===== src/design/pwl_pkg.sv =====
// ----------------------------------------------------------------------------
// pwl_pkg - shared types and constants of the piecewise-linear lookup unit
// Sequencer states, operation codes and the packing of the stream words.
// ----------------------------------------------------------------------------
package pwl_pkg;

    // operation codes carried in s_tuser
    localparam logic OP_WRITE = 1'b0;
    localparam logic OP_QUERY = 1'b1;

    // field widths
    localparam int IDX_FIELD_W = 4;
    localparam int VAL_W       = 16;
    localparam int CNT_W       = 5;

    // input word layout, lowest bit first
    localparam int S_IDX_LSB  = 0;
    localparam int S_KEY_LSB  = S_IDX_LSB + IDX_FIELD_W;
    localparam int S_VOLT_LSB = S_KEY_LSB + VAL_W;
    localparam int S_QRY_LSB  = S_VOLT_LSB + VAL_W;
    localparam int S_DATA_W   = 56;
    localparam int M_DATA_W   = 16;

    // divider length: magnitude of the product fits 32 bits
    localparam int DIV_W = 32;

    typedef enum logic [3:0] {
        ST_IDLE,
        ST_HEAD,
        ST_TAIL,
        ST_SCAN,
        ST_MUL,
        ST_PREP,
        ST_DIV,
        ST_FIN,
        ST_DONE
    } pwl_state_t;

endpackage


===== src/design/piecewise_linear_lookup_unit.sv =====
// ----------------------------------------------------------------------------
// piecewise_linear_lookup_unit - velocity to voltage interpolation table
// A write word, or a query on an empty table, goes straight to DONE; other
// queries clamp or run the serial segment scan (one table read a cycle) and
// a 32-step shift-subtract divider. One word is worked on at a time; a result
// may wait in the output register while the next word is taken. Synchronous
// active-low reset clears control state and entry_count; table data undefined.
// ----------------------------------------------------------------------------
module piecewise_linear_lookup_unit #(
    parameter int MAX_ENTRIES = 16
) (
    input  logic                           aclk,
    input  logic                           aresetn,
    // configuration: entry_count
    input  logic                           cfg_valid,
    output logic                           cfg_ready,
    input  logic [pwl_pkg::CNT_W-1:0]      cfg_data,
    // input stream
    input  logic                           s_tvalid,
    output logic                           s_tready,
    // s_tdata, from bit 0: entry_index[3:0], entry_velocity[19:4],
    // entry_voltage[35:20], query_velocity[51:36], zero pad [55:52]
    input  logic [pwl_pkg::S_DATA_W-1:0]   s_tdata,
    // s_tuser: operation (0 write entry, 1 query)
    input  logic                           s_tuser,
    // result stream
    output logic                           m_tvalid,
    input  logic                           m_tready,
    // m_tdata: voltage_out[15:0]
    output logic [pwl_pkg::M_DATA_W-1:0]   m_tdata,
    // m_tuser: is_query_result
    output logic                           m_tuser
);

    localparam int IDX_W  = (MAX_ENTRIES > 1) ? $clog2(MAX_ENTRIES) : 1;
    localparam int N_W    = $clog2(MAX_ENTRIES + 1);
    localparam int VW     = pwl_pkg::VAL_W;
    localparam int DW     = pwl_pkg::DIV_W;
    localparam int STEP_W = $clog2(DW);

    // ------------------------------------------------------------------
    // Unpack the input word
    // ------------------------------------------------------------------
    logic [pwl_pkg::IDX_FIELD_W-1:0] s_idx;
    logic signed [VW-1:0]            s_key;
    logic signed [VW-1:0]            s_volt;
    logic signed [VW-1:0]            s_qry;

    assign s_idx  = s_tdata[pwl_pkg::S_IDX_LSB +: pwl_pkg::IDX_FIELD_W];
    assign s_key  = s_tdata[pwl_pkg::S_KEY_LSB +: VW];
    assign s_volt = s_tdata[pwl_pkg::S_VOLT_LSB +: VW];
    assign s_qry  = s_tdata[pwl_pkg::S_QRY_LSB +: VW];

    // ------------------------------------------------------------------
    // Registers
    // ------------------------------------------------------------------
    pwl_pkg::pwl_state_t state_reg, state_next;

    logic [pwl_pkg::CNT_W-1:0] count_reg;

    // table memories, one write and one registered read port each
    logic [VW-1:0] key_mem [MAX_ENTRIES];
    logic [VW-1:0] val_mem [MAX_ENTRIES];
    logic signed [VW-1:0] rd_key_reg;
    logic signed [VW-1:0] rd_val_reg;

    logic signed [VW-1:0] x_reg;
    logic signed [VW-1:0] k1_reg, v1_reg;   // lower end of the segment
    logic signed [VW-1:0] k2_reg, v2_reg;   // upper end of the segment
    logic [IDX_W-1:0]     j_reg;            // index of entry now on the read port

    logic signed [2*VW+1:0] prod_reg;
    logic [VW-1:0]          den_reg;
    logic                   neg_reg;
    logic [DW-1:0]          quo_reg;
    logic [VW-1:0]          rem_reg;
    logic [STEP_W-1:0]      step_reg;

    logic [VW-1:0] res_reg;
    logic          res_query_reg;

    logic                 m_tvalid_reg;
    logic [VW-1:0]        m_tdata_reg;
    logic                 m_tuser_reg;

    // ------------------------------------------------------------------
    // Entries in use: saturate the count at the table depth
    // ------------------------------------------------------------------
    logic [N_W-1:0] n_use;
    logic [N_W-1:0] n_last;

    assign n_use  = (32'(count_reg) > 32'(MAX_ENTRIES)) ? N_W'(MAX_ENTRIES)
                                                        : N_W'(count_reg);
    assign n_last = n_use - N_W'(1);

    // ------------------------------------------------------------------
    // Compares and arithmetic shared by the sequencer steps
    // ------------------------------------------------------------------
    logic x_le_rd, x_ge_rd, x_ge_k1, seg_hit, scan_end, out_free;

    assign x_le_rd  = (x_reg <= rd_key_reg);
    assign x_ge_rd  = (x_reg >= rd_key_reg);
    assign x_ge_k1  = (x_reg >= k1_reg);
    assign seg_hit  = x_ge_k1 && x_le_rd;
    assign scan_end = (N_W'(j_reg) == n_last);
    assign out_free = !m_tvalid_reg || m_tready;

    logic signed [VW:0] dx, dv;
    assign dx = {x_reg[VW-1], x_reg} - {k1_reg[VW-1], k1_reg};
    assign dv = {v2_reg[VW-1], v2_reg} - {v1_reg[VW-1], v1_reg};

    logic [VW:0]   den_ext;
    assign den_ext = {k2_reg[VW-1], k2_reg} - {k1_reg[VW-1], k1_reg};

    logic [2*VW+1:0] prod_mag;
    assign prod_mag = prod_reg[2*VW+1] ? -prod_reg : prod_reg;

    // one shift-subtract step of the divider
    logic [VW:0] trial;
    logic        trial_ge;
    logic [VW:0] trial_diff;
    assign trial      = {rem_reg, quo_reg[DW-1]};
    assign trial_ge   = (trial >= {1'b0, den_reg});
    assign trial_diff = trial - {1'b0, den_reg};

    // quotient never exceeds the span of the two values: 17 bits do
    logic signed [VW+1:0] q_signed;
    logic signed [VW+1:0] fin_sum;
    assign q_signed = neg_reg ? -$signed({1'b0, quo_reg[VW:0]})
                              :  $signed({1'b0, quo_reg[VW:0]});
    assign fin_sum  = {{2{v1_reg[VW-1]}}, v1_reg} + q_signed;

    // ------------------------------------------------------------------
    // Next state
    // ------------------------------------------------------------------
    always_comb begin
        state_next = state_reg;
        case (state_reg)
            pwl_pkg::ST_IDLE: begin
                if (s_tvalid) begin
                    if (s_tuser == pwl_pkg::OP_WRITE || n_use == '0) begin
                        state_next = pwl_pkg::ST_DONE;
                    end else begin
                        state_next = pwl_pkg::ST_HEAD;
                    end
                end
            end
            pwl_pkg::ST_HEAD: begin
                // one entry, or at or below the first key: clamp low
                if (n_use == N_W'(1) || x_le_rd) begin
                    state_next = pwl_pkg::ST_DONE;
                end else begin
                    state_next = pwl_pkg::ST_TAIL;
                end
            end
            pwl_pkg::ST_TAIL: begin
                // at or above the last key: clamp high
                if (x_ge_rd) begin
                    state_next = pwl_pkg::ST_DONE;
                end else begin
                    state_next = pwl_pkg::ST_SCAN;
                end
            end
            pwl_pkg::ST_SCAN: begin
                if (seg_hit) begin
                    state_next = pwl_pkg::ST_MUL;
                end else if (scan_end) begin
                    state_next = pwl_pkg::ST_DONE;
                end
            end
            pwl_pkg::ST_MUL: begin
                if (k2_reg == k1_reg) begin
                    state_next = pwl_pkg::ST_DONE;
                end else begin
                    state_next = pwl_pkg::ST_PREP;
                end
            end
            pwl_pkg::ST_PREP: begin
                state_next = pwl_pkg::ST_DIV;
            end
            pwl_pkg::ST_DIV: begin
                if (step_reg == STEP_W'(DW - 1)) begin
                    state_next = pwl_pkg::ST_FIN;
                end
            end
            pwl_pkg::ST_FIN: begin
                state_next = pwl_pkg::ST_DONE;
            end
            pwl_pkg::ST_DONE: begin
                if (out_free) begin
                    state_next = pwl_pkg::ST_IDLE;
                end
            end
            default: begin
                state_next = pwl_pkg::ST_IDLE;
            end
        endcase
    end

    // ------------------------------------------------------------------
    // Sequencer outputs: handshake and table read address
    // ------------------------------------------------------------------
    logic             in_ready;
    logic [IDX_W-1:0] rd_idx;

    always_comb begin
        in_ready = 1'b0;
        rd_idx   = '0;
        case (state_reg)
            pwl_pkg::ST_IDLE: begin
                in_ready = 1'b1;
                rd_idx   = '0;
            end
            pwl_pkg::ST_HEAD: begin
                rd_idx = IDX_W'(n_last);
            end
            pwl_pkg::ST_TAIL: begin
                rd_idx = IDX_W'(1);
            end
            pwl_pkg::ST_SCAN: begin
                // reads past the last entry, wrapping at full depth; that read is never used
                rd_idx = j_reg + IDX_W'(1);
            end
            default: begin
                rd_idx = '0;
            end
        endcase
    end

    assign s_tready  = in_ready;
    assign cfg_ready = 1'b1;

    // ------------------------------------------------------------------
    // Control registers
    // ------------------------------------------------------------------
    always_ff @(posedge aclk) begin
        if (!aresetn) begin
            state_reg    <= pwl_pkg::ST_IDLE;
            count_reg    <= '0;
            m_tvalid_reg <= 1'b0;
        end else begin
            state_reg <= state_next;
            if (cfg_valid) begin
                count_reg <= cfg_data;
            end
            // output register: load when the finished result moves out of DONE
            if (state_reg == pwl_pkg::ST_DONE && out_free) begin
                m_tvalid_reg <= 1'b1;
            end else if (m_tready) begin
                m_tvalid_reg <= 1'b0;
            end
        end
    end

    // ------------------------------------------------------------------
    // Table memories: write on an accepted write word, read every cycle
    // ------------------------------------------------------------------
    always_ff @(posedge aclk) begin
        if (in_ready && s_tvalid && s_tuser == pwl_pkg::OP_WRITE &&
            32'(s_idx) < 32'(MAX_ENTRIES)) begin
            key_mem[IDX_W'(s_idx)] <= s_key;
            val_mem[IDX_W'(s_idx)] <= s_volt;
        end
        rd_key_reg <= key_mem[rd_idx];
        rd_val_reg <= val_mem[rd_idx];
    end

    // ------------------------------------------------------------------
    // Datapath registers, stepped by the sequencer
    // ------------------------------------------------------------------
    always_ff @(posedge aclk) begin
        case (state_reg)
            pwl_pkg::ST_IDLE: begin
                x_reg         <= s_qry;
                res_reg       <= '0;
                res_query_reg <= (s_tuser == pwl_pkg::OP_QUERY);
            end
            pwl_pkg::ST_HEAD: begin
                // hold entry 0 as the lower end of the first segment
                res_reg <= rd_val_reg;
                k1_reg  <= rd_key_reg;
                v1_reg  <= rd_val_reg;
                j_reg   <= IDX_W'(1);
            end
            pwl_pkg::ST_TAIL: begin
                res_reg <= rd_val_reg;
            end
            pwl_pkg::ST_SCAN: begin
                if (seg_hit) begin
                    k2_reg <= rd_key_reg;
                    v2_reg <= rd_val_reg;
                end else begin
                    // advance: upper end becomes the next lower end
                    k1_reg <= rd_key_reg;
                    v1_reg <= rd_val_reg;
                    j_reg  <= j_reg + IDX_W'(1);
                end
                // no segment matched: answer zero
                res_reg <= '0;
            end
            pwl_pkg::ST_MUL: begin
                // equal keys give the lower value
                res_reg  <= v1_reg;
                prod_reg <= dx * dv;
                den_reg  <= den_ext[VW-1:0];
            end
            pwl_pkg::ST_PREP: begin
                neg_reg  <= prod_reg[2*VW+1];
                quo_reg  <= prod_mag[DW-1:0];
                rem_reg  <= '0;
                step_reg <= '0;
            end
            pwl_pkg::ST_DIV: begin
                rem_reg  <= trial_ge ? trial_diff[VW-1:0] : trial[VW-1:0];
                quo_reg  <= {quo_reg[DW-2:0], trial_ge};
                step_reg <= step_reg + STEP_W'(1);
            end
            pwl_pkg::ST_FIN: begin
                res_reg <= fin_sum[VW-1:0];
            end
            pwl_pkg::ST_DONE: begin
                if (out_free) begin
                    m_tdata_reg <= res_reg;
                    m_tuser_reg <= res_query_reg;
                end
            end
            default: begin
                res_reg <= res_reg;
            end
        endcase
    end

    assign m_tvalid = m_tvalid_reg;
    assign m_tdata  = m_tdata_reg;
    assign m_tuser  = m_tuser_reg;

endmodule


===== config.mk =====
export PLATFORM = sky130hd
export DESIGN_NAME = piecewise_linear_lookup_unit
export DESIGN_NICKNAME = d
export VERILOG_FILES = /design/src/design/pwl_pkg.sv /design/src/design/piecewise_linear_lookup_unit.sv
export SDC_FILE = /design/constraint.sdc
export NUM_CORES = 2
export LEC_CHECK = 0
export BUFFER_PORTS_ARGS = -buffer_cell sky130_fd_sc_hd__buf_2
export CAP_MARGIN = 5
export CORE_MARGIN = 2
export CORE_UTILIZATION = 40
export DETAILED_ROUTE_END_ITERATION = 12
export HOLD_SLACK_MARGIN = 0.03
export SLEW_MARGIN = 30
export SYNTH_ARGS = -nofsm -noshare
export SYNTH_HDL_FRONTEND = slang
export SYNTH_SLANG_ARGS = --single-unit

===== constraint.sdc =====
create_clock -name aclk -period 9.1 [get_ports aclk]
set_clock_uncertainty 0.15 [all_clocks]
set_input_delay 0.91 -clock aclk [delete_from_list [all_inputs] [get_ports aclk]]
set_output_delay 0.91 -clock aclk [all_outputs]
set_load 0.005 [all_outputs]

==> insert_results.sql <==
INSERT INTO impl_metrics (metric_group, metric, value, unit) VALUES
('outcome', 'outcome', 'completed', ''),
('yosys', 'ranking_of_synthesized_cells_by_instance_count', 'sky130_fd_sc_hd__edfxtp_1, sky130_fd_sc_hd__nand2_1, sky130_fd_sc_hd__inv_1, sky130_fd_sc_hd__fa_1', ''),
('yosys', 'synth_warnings', '0', ''),
('floorplan', 'fp.coreArea', '111000', 'sq um'),
('yosys', 'synthCells', '3818', ''),
('yosys', 'yosysSeqAreaShare', '50.9', '%'),
('sta', 'post-route-period-util', '96.7', '%'),
('sta', 'timing.final.setup_violations', '0', ''),
('worst_setup_path', 'timing.rr.start', 'v1_reg[1]', ''),
('floorplan', 'floorplan.initialDensity', '40.4', '%'),
('min_path', 'worst_min_delay_path_category', 'flip-flop to flip-flop', ''),
('placed_design', 'placement.io_buffers', '81', ''),
('yosys', 'synth_top_area_cell', 'sky130_fd_sc_hd__edfxtp_1', ''),
('worst_setup_path', 'worst-path-stages', '29', ''),
('floorplan', 'die_h', '339', 'um'),
('floorplan', 'die_x', '339', 'um'),
('clock_network', 'path_clk_slew', '0.06', 'ns'),
('sta', 'slew-limit-headroom', '32.9', '%'),
('clock_network', 'clock_sinks', '775', ''),
('detailed_routing', 'routedWlPerCell', '19.9', 'um'),
('detailed_routing', 'route.final.wire_length', '109', 'mm'),
('sta', 'setup_slack', '0.302', 'ns'),
('yosys', 'synth_enable_flop_cells', '733', ''),
('worst_setup_path', 'worstSetupPathType', 'flip-flop to flip-flop', ''),
('worst_setup_path', 'critical-path-slowest-cell', 'sky130_fd_sc_hd__or4b_2', ''),
('clock_network', 'ctsLongestPathBuffers', '3', ''),
('cells_and_area', 'final_nets', '4454', ''),
('yosys', 'synth.avg_cell_area', '11.8', 'sq um'),
('worst_setup_path', 'worst-endpoint-required', '9.46', 'ns'),
('worst_setup_path', 'cp_data_arrival_time', '9.16', 'ns'),
('min_path', 'hold_end', 'm_tdata[1]', ''),
('worst_setup_path', 'dominant_cell_type_by_count_on_the_critical_path', 'sky130_fd_sc_hd__fa_1', ''),
('clock_network', 'cts_max_level', '3', ''),
('sta', 'holdWs', '0.267', 'ns'),
('sta', 'finalWorstPathRequiredPeriod', '8.80', 'ns'),
('detailed_routing', 'antenna_left', '0', ''),
('yosys', 'synth.most_common_cell', 'sky130_fd_sc_hd__edfxtp_1', ''),
('placed_design', 'dp.final_hpwl', '73.3', 'mm'),
('sta', 'timing.fmax', '114', 'MHz'),
('floorplan', 'io_pins', '87', ''),
('global_route', 'number_of_global_route_vias_before_repair', '28400', ''),
('min_path', 'holdCritStartpoint', 'res_reg[1]', ''),
('yosys', 'post-synth-top-area-fraction', '49.0', '%'),
('cells_and_area', 'layout-drive-gt1-share', '9.19', '%'),
('global_route', 'global_route.overflow_total', '0', ''),
('yosys', 'ys_types', '77', ''),
('global_route', 'groute.usage.overall', '19.0', '%'),
('worst_setup_path', 'start_kind', 'flip-flop', ''),
('worst_setup_path', 'cp-end-kind', 'flip-flop', ''),
('floorplan', 'num_rows', '122', ''),
('clock_network', 'clock_latency', '0.66', 'ns'),
('global_route', 'grt_start_max_net_pins', '215', ''),
('sta', 'final-max-slew-violation-count', '0', ''),
('sta', 'hold_viol', '0', ''),
('detailed_routing', 'avg_vias_per_cell', '5.23', ''),
('worst_setup_path', 'critPathTopFamily', 'adder cells', ''),
('cells_and_area', 'fillers', '10100', ''),
('detailed_routing', 'dr_total_vias', '28600', ''),
('sta', 'worst_slew_pin_slew', '1.01', 'ns'),
('worst_setup_path', 'reg2reg_depth', '29', ''),
('clock_network', 'tritoncts', 'built', ''),
('floorplan', 'floorplan.die_area', '115000', 'sq um'),
('detailed_routing', 'length_of_the_first_detailed_routing_pass_in_iterations', '5', ''),
('cells_and_area', 'stdcell_count', '5464', ''),
('run', 'cap_viol_max_count', '0', ''),
('detailed_routing', 'drc', '0', ''),
('worst_setup_path', 'endpoint_of_the_worst_register_to_register_path', 'prod_reg[30]', ''),
('global_route', 'initial_antenna_violation_count', '22', ''),
('worst_setup_path', 'max_stage_delay', '0.66', 'ns'),
('clock_network', 'cts_root_buf', 'sky130_fd_sc_hd__clkbuf_16', ''),
('cells_and_area', 'finish.utilization', '45.4', '%');
worst register-to-register path, delay by kind of cell, from the launching register on:
family	cells	cell delay (ns)
and+or+nand+nor	7	1.69
buffers and inverters	4	0.46
xor gates and xnor gates	1	0.24
adders and majority gates	8	3.50
AOI/OAI and AO/OA	9	2.22
DFF	1	0.43
cell families after synthesis:
kind of cell | count (synthesis) | synth area share (%)
adder cells (fa/ha/maj) | 488 | 18.6
buffers and inverters | 588 | 4.94
flip-flops | 775 | 50.9
multiplexers | 21 | 0.471
AND/OR/NAND/NOR | 1064 | 11.1
XOR/XNOR | 165 | 3.22
other | 1 | 0.00836
AO/OA/AOI/OAI | 716 | 10.7
what timing repair did:
| action | CTS | global route |
|---|---|---|
| gates cloned | 0 | 0 |
| hold buffers | 0 | 0 |
| setup endpoints to repair | 3 | 7 |
| gates resized for setup | 1 | 12 |
| setup buffers | 0 | 2 |
| pin swaps | 0 | 2 |
cell type report:
| class | count | area [sq um] | share of cell area, % |
|---|---|---|---|
| clock buffers | 117 | 2380 | 4.73 |
| well taps | 1488 | 1860 | 3.69 |
| repair buffers | 167 | 1130 | 2.24 |
| multi-input cells | 2455 | 20100 | 39.9 |
| clock inverters | 41 | 473 | 0.938 |
| diodes | 6 | 15.0 | 0.0298 |
| flip-flops and latches | 775 | 22900 | 45.3 |
| inverters | 415 | 1560 | 3.09 |
metrics by stage:
step	instance area, sq um	TNS (ns)
global route	50400	-0.0801
floorplan	44900	0
finish	50400	0
global placement	47300	0
detailed placement	47400	-0.0307
CTS	50300	0
layer usage:
layer	up-vias	track usage [%]	share of wire, %
met4	14	5.47	2.8
met2	658	31.6	48
li1	13500	-	-
met5	-	0	0.089
met1	14200	25.3	43
met3	182	3.39	5.9
worst max path at each step:
stage	from	endpoint	slack [ns]
after global placement	k1_reg[0]	prod_reg[28]	0.08
after floorplan	x_reg[2]	prod_reg[31]	0.93
after CTS	v1_reg[1]	prod_reg[28]	0.1
after global routing	k1_reg[0]	prod_reg[30]	-0.04
final	v1_reg[1]	prod_reg[30]	0.30
after detailed placement	k1_reg[1]	prod_reg[28]	-0.03
placed cells by master, fill, tap and decap left out, types with 9 or more instances in the layout:
master,synthesis,layout
sky130_fd_sc_hd__or3_1,10,10
sky130_fd_sc_hd__a31oi_1,74,72
sky130_fd_sc_hd__o41ai_1,9,9
sky130_fd_sc_hd__mux2i_1,20,20
sky130_fd_sc_hd__ha_1,187,187
sky130_fd_sc_hd__nor2b_1,33,33
sky130_fd_sc_hd__and3_1,11,10
sky130_fd_sc_hd__nand4_1,12,12
sky130_fd_sc_hd__a21boi_0,10,9
sky130_fd_sc_hd__o21ai_1,16,14
sky130_fd_sc_hd__buf_4,1,81
sky130_fd_sc_hd__nor2_1,187,172
sky130_fd_sc_hd__buf_2,5,81
sky130_fd_sc_hd__a311oi_1,64,64
sky130_fd_sc_hd__clkinv_2,0,16
sky130_fd_sc_hd__inv_1,415,414
sky130_fd_sc_hd__nand2_1,498,498
sky130_fd_sc_hd__clkbuf_16,0,90
sky130_fd_sc_hd__clkbuf_1,162,24
sky130_fd_sc_hd__nand3_1,36,35
sky130_fd_sc_hd__nand2b_1,27,27
sky130_fd_sc_hd__nor2_4,0,15
sky130_fd_sc_hd__and2_0,9,9
sky130_fd_sc_hd__edfxtp_1,733,733
sky130_fd_sc_hd__fa_1,301,301
sky130_fd_sc_hd__nor3_1,31,27
sky130_fd_sc_hd__or2_2,9,9
sky130_fd_sc_hd__o21ai_0,96,95
sky130_fd_sc_hd__o21bai_1,9,9
sky130_fd_sc_hd__o21a_1,16,16
sky130_fd_sc_hd__a21oi_1,143,139
sky130_fd_sc_hd__a22oi_1,16,16
sky130_fd_sc_hd__dfxtp_1,42,42
sky130_fd_sc_hd__xor2_1,72,71
sky130_fd_sc_hd__xnor2_1,93,88
sky130_fd_sc_hd__o31ai_1,13,13
sky130_fd_sc_hd__a21o_1,31,31
sky130_fd_sc_hd__a211oi_1,176,176
sky130_fd_sc_hd__and2_1,154,152
Power is not shown: default switching activity piles up to over one toggle a cycle in this logic, so the estimate is an artifact.
